## src/rtl/slrm_pkg.sv

```systemverilog
// Shared types, codes and reply tables for the serial logger reply matcher.
// No dependencies.
package slrm_pkg;

  typedef enum logic [2:0] {
    MODE_RESET_WAIT = 3'd0,
    MODE_READY      = 3'd1,
    MODE_ENTER_WAIT = 3'd2,
    MODE_CMD_READY  = 3'd3,
    MODE_CMD_WAIT   = 3'd4,
    MODE_RM_WAIT    = 3'd5,
    MODE_HALTED     = 3'd6
  } mode_t;

  typedef enum logic [2:0] {
    REQ_RX_BYTE   = 3'd0,
    REQ_RESET     = 3'd1,
    REQ_ENTER_CMD = 3'd2,
    REQ_CMD       = 3'd3,
    REQ_REMOVE    = 3'd4
  } req_t;

  typedef enum logic [2:0] {
    ERR_NONE   = 3'd0,
    ERR_RESET  = 3'd1,
    ERR_ENTER  = 3'd2,
    ERR_CMD    = 3'd3,
    ERR_REMOVE = 3'd4
  } err_t;

  typedef enum logic [1:0] {
    LED_NONE   = 2'd0,
    LED_GREEN  = 2'd1,
    LED_ORANGE = 2'd2
  } led_t;

  localparam int ReqWidth  = 3;
  localparam int ByteWidth = 8;
  localparam int PosWidth  = 2;
  localparam int LenWidth  = 3;

  // Length of the expected reply for a waiting mode.
  function automatic logic [LenWidth-1:0] reply_len(input mode_t mode);
    logic [LenWidth-1:0] len;
    case (mode)
      MODE_RESET_WAIT: len = 3'd3;  // "12<"
      MODE_ENTER_WAIT: len = 3'd2;  // "~>"
      MODE_CMD_WAIT:   len = 3'd3;  // CR LF "<"
      MODE_RM_WAIT:    len = 3'd4;  // CR LF "!>"
      default:         len = 3'd1;
    endcase
    return len;
  endfunction

  // Expected byte at a position of the reply for a waiting mode.
  function automatic logic [ByteWidth-1:0] reply_char(input mode_t mode,
                                                      input logic [PosWidth-1:0] pos);
    logic [ByteWidth-1:0] ch;
    ch = 8'h00;
    case (mode)
      MODE_RESET_WAIT: begin
        case (pos)
          2'd0:    ch = 8'h31;  // '1'
          2'd1:    ch = 8'h32;  // '2'
          default: ch = 8'h3C;  // '<'
        endcase
      end
      MODE_ENTER_WAIT: begin
        case (pos)
          2'd0:    ch = 8'h7E;  // '~'
          default: ch = 8'h3E;  // '>'
        endcase
      end
      MODE_CMD_WAIT: begin
        case (pos)
          2'd0:    ch = 8'h0D;
          2'd1:    ch = 8'h0A;
          default: ch = 8'h3C;  // '<'
        endcase
      end
      MODE_RM_WAIT: begin
        case (pos)
          2'd0:    ch = 8'h0D;
          2'd1:    ch = 8'h0A;
          2'd2:    ch = 8'h21;  // '!'
          default: ch = 8'h3E;  // '>'
        endcase
      end
      default: ch = 8'h00;
    endcase
    return ch;
  endfunction

endpackage

```

## src/rtl/serial_logger_reply_matcher.sv

```systemverilog
// Serial logger reply matcher: tracks link mode from command events and reply bytes.
// Depends on slrm_pkg (mode, request, error and LED codes, reply tables).
//
// Usage:
//   Slave stream: one beat per event. s_axis_tuser carries the request kind
//   (received byte or one of four commands), s_axis_tdata the received byte.
//   Master stream: exactly one beat per input beat, carrying the mode after
//   the event, the recorded error code and an LED event.
//   The mode registers update and the result register loads at the edge
//   that takes the input beat. Throughput is one beat per cycle while the
//   output drains; the single result register is the path's only storage.
//   When the receiver stalls, the held result blocks a new beat only if it
//   is still untaken; s_axis_tready = !m_axis_tvalid || m_axis_tready.
//   A reply mismatch sends the block into a sticky halted mode that only
//   rst leaves. Reset puts the link in reset-wait with no fault recorded
//   and the output empty.
module serial_logger_reply_matcher (
  input  logic       clk,
  input  logic       rst,
  input  logic       s_axis_tvalid,
  output logic       s_axis_tready,
  input  logic [7:0] s_axis_tdata,   // [7:0] rx_byte
  input  logic [2:0] s_axis_tuser,   // [2:0] req_type
  output logic       m_axis_tvalid,
  input  logic       m_axis_tready,
  output logic [7:0] m_axis_tdata    // [2:0] mode_now, [5:3] error_code, [7:6] led_event
);

  slrm_pkg::mode_t                    link_mode, link_mode_next;
  logic [slrm_pkg::PosWidth-1:0]      match_position, match_position_next;
  slrm_pkg::err_t                     fault_code, fault_code_next;
  slrm_pkg::led_t                     led_next;

  logic                               in_beat;
  logic [slrm_pkg::LenWidth-1:0]      len;
  logic [slrm_pkg::PosWidth-1:0]      pos;
  logic [slrm_pkg::LenWidth-1:0]      pos_ext;
  logic [slrm_pkg::ByteWidth-1:0]     expect_byte;

  assign s_axis_tready = !m_axis_tvalid || m_axis_tready;
  assign in_beat       = s_axis_tvalid && s_axis_tready;

  // Expected byte at the current (clamped) position.
  always_comb begin
    len = slrm_pkg::reply_len(link_mode);
    if ({1'b0, match_position} >= len) begin
      pos = slrm_pkg::PosWidth'(len - 3'd1);
    end else begin
      pos = match_position;
    end
    pos_ext     = {1'b0, pos};
    expect_byte = slrm_pkg::reply_char(link_mode, pos);
  end

  always_comb begin
    link_mode_next      = link_mode;
    match_position_next = match_position;
    fault_code_next     = fault_code;
    led_next            = slrm_pkg::LED_NONE;
    if (link_mode != slrm_pkg::MODE_HALTED) begin
      case (s_axis_tuser)
        slrm_pkg::REQ_RX_BYTE: begin
          if (link_mode == slrm_pkg::MODE_RESET_WAIT ||
              link_mode == slrm_pkg::MODE_ENTER_WAIT ||
              link_mode == slrm_pkg::MODE_CMD_WAIT ||
              link_mode == slrm_pkg::MODE_RM_WAIT) begin
            if (s_axis_tdata != expect_byte) begin
              link_mode_next = slrm_pkg::MODE_HALTED;
              case (link_mode)
                slrm_pkg::MODE_RESET_WAIT: fault_code_next = slrm_pkg::ERR_RESET;
                slrm_pkg::MODE_ENTER_WAIT: fault_code_next = slrm_pkg::ERR_ENTER;
                slrm_pkg::MODE_CMD_WAIT:   fault_code_next = slrm_pkg::ERR_CMD;
                default:                   fault_code_next = slrm_pkg::ERR_REMOVE;
              endcase
            end else if (pos_ext + 3'd1 < len) begin
              match_position_next = pos + 2'd1;
            end else begin
              case (link_mode)
                slrm_pkg::MODE_RESET_WAIT: begin
                  link_mode_next = slrm_pkg::MODE_READY;
                  led_next       = slrm_pkg::LED_GREEN;
                end
                slrm_pkg::MODE_ENTER_WAIT: begin
                  link_mode_next = slrm_pkg::MODE_CMD_READY;
                  led_next       = slrm_pkg::LED_ORANGE;
                end
                default: link_mode_next = slrm_pkg::MODE_READY;
              endcase
            end
          end
        end
        slrm_pkg::REQ_RESET: begin
          link_mode_next      = slrm_pkg::MODE_RESET_WAIT;
          match_position_next = '0;
        end
        slrm_pkg::REQ_ENTER_CMD: begin
          link_mode_next      = slrm_pkg::MODE_ENTER_WAIT;
          match_position_next = '0;
        end
        slrm_pkg::REQ_CMD: begin
          link_mode_next      = slrm_pkg::MODE_CMD_WAIT;
          match_position_next = '0;
        end
        slrm_pkg::REQ_REMOVE: begin
          link_mode_next      = slrm_pkg::MODE_RM_WAIT;
          match_position_next = '0;
        end
        default: ;  // unknown request: no change
      endcase
    end
  end

  always_ff @(posedge clk) begin
    if (rst) begin
      link_mode      <= slrm_pkg::MODE_RESET_WAIT;
      match_position <= '0;
      fault_code     <= slrm_pkg::ERR_NONE;
      m_axis_tvalid  <= 1'b0;
    end else begin
      if (in_beat) begin
        link_mode      <= link_mode_next;
        match_position <= match_position_next;
        fault_code     <= fault_code_next;
        m_axis_tvalid  <= 1'b1;
      end else if (m_axis_tready) begin
        m_axis_tvalid  <= 1'b0;
      end
    end
  end

  always_ff @(posedge clk) begin
    if (in_beat) begin
      m_axis_tdata <= {led_next, fault_code_next, link_mode_next};
    end
  end

endmodule

```

## config.mk

```make
export PLATFORM = sky130hd
export DESIGN_NAME = serial_logger_reply_matcher
export DESIGN_NICKNAME = d
export VERILOG_FILES = /design/src/rtl/slrm_pkg.sv /design/src/rtl/serial_logger_reply_matcher.sv
export SDC_FILE = /design/constraint.sdc
export NUM_CORES = 1
export LEC_CHECK = 0
export BUFFER_PORTS_ARGS = -buffer_cell sky130_fd_sc_hd__buf_2
export CORE_MARGIN = 3
export CORE_UTILIZATION = 45
export DETAILED_ROUTE_END_ITERATION = 6
export PLACE_DENSITY_LB_ADDON = 0.15
export SKIP_CTS_REPAIR_TIMING = 1
export SLEW_MARGIN = 15
export SYNTH_ARGS = -nofsm -noshare
export SYNTH_HDL_FRONTEND = slang
export SYNTH_SLANG_ARGS = --single-unit
export TNS_END_PERCENT = 10
```

## constraint.sdc

```tcl
create_clock -name clk -period 10.9 [get_ports clk]
set_input_delay 2.18 -clock clk [delete_from_list [all_inputs] [get_ports clk]]
set_output_delay 2.18 -clock clk [all_outputs]
set_load 0.02 [all_outputs]
```

---- Word level (Yosys, flattened, before mapping) ----
Cells that the tools add are included.
storage, ports and cells
  register bits ........................... 17
  input bits .............................. 15
  output and inout bits ................... 10
cells by class
  add/subtract/negate cells ............... 3
  magnitude comparators ................... 2
  equal/unequal tests ..................... 14
  mux-type cells .......................... 25
  bitwise logic cells ..................... 3
  reductions and logical operators ........ 15
operators with widths
  kind                 number
  $pmux 8 s4           1
  $mux 3               8
  $pmux 3 s3           2
  $pmux 6 s3           1
  $pmux 3 s5           1
  $pmux 6 s2           1
  $mux 2               5
  $eq 3x2->1 const B   3
  $eq 3x3->1 const B   3
  $ne 8x8->1           1
  $pmux 2 s2           2
  $pmux 4 s2           1
  $mux 7               1
  $logic_not 3->1      2
  $ne 2x2->1 const B   3
  $reduce_and 6->1     1
  $reduce_or 5->1      1
  $logic_or 1x1->1     4
  $reduce_bool 2->1    2
  $reduce_or 4->1      1
  $add 2x1->3 const B  1
  $eq 3x1->1 const B   1
  $ge 2x3->1           1
  $lt 3x3->1           1
  other kinds (11)     14

---- Logic depth before layout (Yosys ltp) ----
  depth after elaboration ................. 13
  depth in mapped cells ................... 20
  gate-level depth less buffers ........... 16

---- Least setup slack after synthesis ----
OpenSTA, ideal clock, no wires.
  path kind ............................... input -> output
  start ................................... in m_axis_tready
  end ..................................... out s_axis_tready
  data arrival time ....................... 2415 ps
  setup slack ............................. 6305 ps
  stages .................................. 1
  buffers on the path ..................... 0
  cell sequence ........................... nand2b_1
on the way
  cells in the longest elaborated chain, start to end .. 1
ends and longest elaborated chain
  element             line                               text
  start: declaration  serial_logger_reply_matcher.sv:25  input logic m_axis_tready,
  $logic_or 1x1->1    serial_logger_reply_matcher.sv:40  assign s_axis_tready = !m_axis_tvalid || m_axis_tready;
  end: declaration    serial_logger_reply_matcher.sv:21  output logic s_axis_tready,
No other way between the ends.

---- Worst setup path in the final report ----
  start ................................... reg link_mode[1]
  end ..................................... reg m_axis_tdata[5], data pin
on the way
  cells in the longest elaborated chain, start to end .. 13
  elaborated cells between the ends (all ways) .. 27
ends and longest elaborated chain
  element                                        line                                                                  text
  start: declaration                             serial_logger_reply_matcher.sv:29                                     slrm_pkg::mode_t link_mode, link_mode_next;
  start signal: assignment                       serial_logger_reply_matcher.sv:115                                    link_mode <= slrm_pkg::MODE_RESET_WAIT;
  start signal: assignment                       serial_logger_reply_matcher.sv:121                                    link_mode <= link_mode_next;
  $eq 3x3->1 or $logic_not 3->1 (tied branches)  -
  $reduce_or 2->1 (no line)                      -
  $pmux 3 s3                                     slrm_pkg.sv:45                                                        case (mode)
  $ge 2x3->1 or $sub 2x1->2 (tied branches)      serial_logger_reply_matcher.sv:46, serial_logger_reply_matcher.sv:47
  $mux 2                                         serial_logger_reply_matcher.sv:46                                     if ({1'b0, match_position} >= len) begin
  $eq 2x2->1 (tied with other cells)             slrm_pkg.sv:82                                                        case (pos)
  $pmux 6 s3 (tied with other cells)             slrm_pkg.sv:82
  $pmux 8 s4                                     slrm_pkg.sv:60                                                        case (mode)
  $ne 8x8->1                                     serial_logger_reply_matcher.sv:67                                     if (s_axis_tdata != expect_byte) begin
  $mux 3                                         serial_logger_reply_matcher.sv:67
  $mux 3                                         serial_logger_reply_matcher.sv:63                                     if (link_mode == slrm_pkg::MODE_RESET_WAIT ||
  $mux 3                                         serial_logger_reply_matcher.sv:61                                     case (s_axis_tuser)
  $mux 3 (*)                                     serial_logger_reply_matcher.sv:60                                     if (link_mode != slrm_pkg::MODE_HALTED) begin
  via fault_code_next[2]                         serial_logger_reply_matcher.sv:31                                     slrm_pkg::err_t fault_code, fault_code_next;
  end signal: assignment                         serial_logger_reply_matcher.sv:133                                    m_axis_tdata <= {led_next, fault_code_next, link_mode_next};
  end: declaration                               serial_logger_reply_matcher.sv:26                                     output logic [7:0] m_axis_tdata
Mark *: on every way through the listed nets, which the timed path passes. The rest lies on a longest branch.
A chain may end at the register's enable or synchronous reset.

==> key figures <==
Detailed routing
  • Vias/cell: 5.92
  • Wire per inst: between 15 and 20 um
  • Routed Wire Length: 3760 um
  • Starting DRC count in detailed routing: 128
  • Vias: 1467
  • Antenna viol nets, final: 0
  • Drt pass-1 iters: 4
  • Drt drc: 0

Timing
  • Slew HR: 42.4%
  • Clock skew: 0.00118 ns
  • Final Hold Fails: 0
  • Tcrit/Tclk final: 47.1%
  • Setup-failing EPs final: 0
  • Setup tns final: 0 ns
  • Final min period: 5.13 ns
  • RSZ-0062 raised after global routing: false
  • Fin Hold WS: around 0.53 ns
  • Fmax: 195 MHz
  • Worst-margin pin slew: approximately 0.86 ns
  • Final Slew Violations: 0

Job
  • Max Cap Viol: 0

Floorplan
  • Core region area: around 3200 um2
  • Ports: 25
  • FP Rows: 20
  • Full die area: about 4200 um2
  • Initial core utilization: 49.0%
  • Die width: 64.8 um
  • Die Ht: 64.8 um

Global route
  • Initial antenna violation count: 0
  • Busiest grt layer: met2
  • Global Route met1 Usage: a little over a quarter
  • Overflow after GRT: 0
  • Global-route met3 utilization: 5.03%
  • First-pass GRT wire length: 6420 um
  • Gr usage total: 18.9%
  • Largest net degree at the start of global routing: 29
  • Vias in the first global route: 1372
  • Met2 Track Usage GR: 28.9%

Finish
  • Fillers: about 310
  • Commonest non-fill, non-tap cell in the layout: buf_2
  • Design Area, Final: 1680 um2
  • Area delta synth->final: 7.88%
  • Most frequent cells in the layout: buf_2, a21oi_1, nor2_1, inv_1, nand2_1
  • ANT cells: 0
  • Share of layout cells above drive strength 1: 20.6%
  • Layout Nets: between 200 and 250

Clocking
  • CTS buffer count: 3
  • CTS tree: built
  • Clk buf depth: 2
  • CTS sink cnt: 17
  • Htree depth: 1
  • CTS root buffer: clkbuf_4
  • CTS clk-pin slew, worst paths: approximately 0.090 ns
  • Skew-Pair Late Insertion Delay: 0.28 ns

Status
  • Status: complete, no violations

Worst setup path
  • Crit-path max FO: 28
  • R2R setup slack: 5.77 ns
  • CP Launch Type: flop
  • WP data arrival: approximately 5.2 ns
  • RR Endpoint: m_axis_tdata[5]$_DFFE_PP_
  • Cells on worst reg2reg path: 15
  • CP Capture Type: flop
  • R2R Path Start: link_mode[1]$_SDFFE_PP0P_
  • Critical path class: reg2reg
  • Worst EP required: around 11 ns

Synth
  • Main synth FF type: dfxtp_1
  • Multiplexer area fraction after synthesis: 0.723%
  • Largest family of logic cells by synthesized area: compound AO/OA/AOI/OAI gates
  • Number of enable flip-flop cells after synthesis: 8
  • Post-synthesis cell type count: 59
  • Synth top area share: 15.4%
  • Compound-Gate Fraction of Synth Area: 27.9%
  • Post-Synthesis Net Count: between 200 and 250
  • Simple-Gate Fraction of Synth Area: 26.4%
  • Post-synthesis register bit count: 17
  • Synth area leaders: edfxtp_1, dfxtp_1, ha_1
  • Synthesized area: between 1500 and 2000 um2
  • Gate Count Post-Synth: 188
  • Share of flip-flops with an asynchronous set or reset: 0%
  • Ys Warns: 0
  • Post-Synth XOR/XNOR Area: 2.25%
  • Adder-Cell Fraction of Synth Area: 7.23%
  • Synth area leader: edfxtp_1
  • Sequential element share of the synthesized area: ~27%
  • Synthesized area per cell: 8.28 um2

Place
  • PortBufs: 24
  • Gp weighted congestion: 0.952
  • Area after DPL: about 1700 um2
  • DPL Wire Length: 2830 um

Hold path
  • Hold path endpoint: m_axis_tvalid$_SDFFE_PP0P_
  • WHS Path Cells: 2
  • Min-Delay Path Class: reg2reg
  • HP Start: m_axis_tvalid$_SDFFE_PP0P_

Power
  • Power per Cell Area: between 80 and 90 nW/um2
  • Pleak: 0.653 nW
  • Peak VDD IR: ~50 uV
  • Total power: ~0.14 mW
## stage by stage
| step | cells | setup slack [ns] | util (%) |
|---|---|---|---|
| final | 248 | 5.77 | 52.8 |
| after global routing | 248 | 5.35 | 52.8 |
| after CTS | 248 | 5.79 | 52.8 |
| after detailed placement | 244 | 5.81 | 52.0 |
| after global placement | 244 | 5.98 | 52.0 |
| after floorplan | 188 | 6.30 | - |
## state kept, by name, indices dropped and copies added (netlist names)
name            flops
fault_code          3
link_mode           3
m_axis_tvalid       1
match_position      2
m_axis_tdata        8
## cell usage after synthesis (4+ instances only)
| library cell | number |
|---|---|
| nor3_1 | 5 |
| a221oi_1 | 4 |
| ha_1 | 9 |
| a21oi_1 | 16 |
| nor2_1 | 15 |
| clkbuf_1 | 4 |
| nand2_1 | 11 |
| a31oi_1 | 4 |
| o22ai_1 | 4 |
| nand3_1 | 4 |
| dfxtp_1 | 9 |
| inv_1 | 13 |
| edfxtp_1 | 8 |
| o21ai_0 | 10 |
| nand2b_1 | 7 |
## layer usage
layer | up-vias | share of wire, %
met5 | - | 0
met4 | 0 | 0
met3 | 0 | 6.1
met2 | 47 | 47
met1 | 684 | 47
li1 | 736 | -
## worst max-delay path, stage by stage (launching register included)
cell and delay (ns):
dfxtp_1 0.90, nor3b_1 0.41, nor2_1 0.12, ha_1 0.28, nand2b_1 0.21, a21oi_1 0.27, o21ai_0 0.21, inv_1 0.14
ha_1 0.18, or3b_2 0.44, o31ai_1 0.09, xor2_1 0.12, nor4b_2 0.32, or3b_1 0.63, nand3_1 0.23, mux2_2 0.35
## layout make-up
class | count | area, um2 | share of cell area (%)
Sequential cell | 17 | 420 | 25.0
Tap cell | 44 | 55.1 | 3.28
Multi-Input combinational cell | 145 | 1000 | 59.8
Clock buffer | 4 | 26.3 | 1.56
Inverter | 14 | 52.6 | 3.13
Timing Repair Buffer | 24 | 120 | 7.15
## power by group
group / total (mW) / switching [mW] / leakage [nW] / internal, mW
sequential: 0.0743 / 0.00426 / 0.154 / 0.0700
clock: 0.0328 / 0.0186 / 0.0150 / 0.0142
combinational: 0.0366 / 0.0220 / 0.484 / 0.0146
total: 0.144 / 0.0448 / 0.653 / 0.0988
## worst max-delay path by stage
stage	endpoint	startpoint	cells past startpoint
floorplan	s_axis_tready	m_axis_tready	1
finish	m_axis_tdata[5]$_DFFE_PP_	link_mode[1]$_SDFFE_PP0P_	15
CTS	m_axis_tdata[5]$_DFFE_PP_	link_mode[1]$_SDFFE_PP0P_	15
global route	m_axis_tdata[5]$_DFFE_PP_	link_mode[1]$_SDFFE_PP0P_	16
global placement	m_axis_tdata[5]$_DFFE_PP_	link_mode[1]$_SDFFE_PP0P_	15
detailed placement	m_axis_tdata[5]$_DFFE_PP_	link_mode[1]$_SDFFE_PP0P_	15
## logic make-up (layout without fill, tap and decap cells)
| logic type | count (synthesis) | count (layout) |
|---|---|---|
| compound gates | 63 | 63 |
| flops | 17 | 17 |
| xor+xnor | 4 | 4 |
| buf+inv | 26 | 42 |
| simple gates | 68 | 68 |
| fa+ha+maj | 9 | 9 |
| mux | 1 | 1 |
Note: power is estimated with default switching activity, not from simulation.
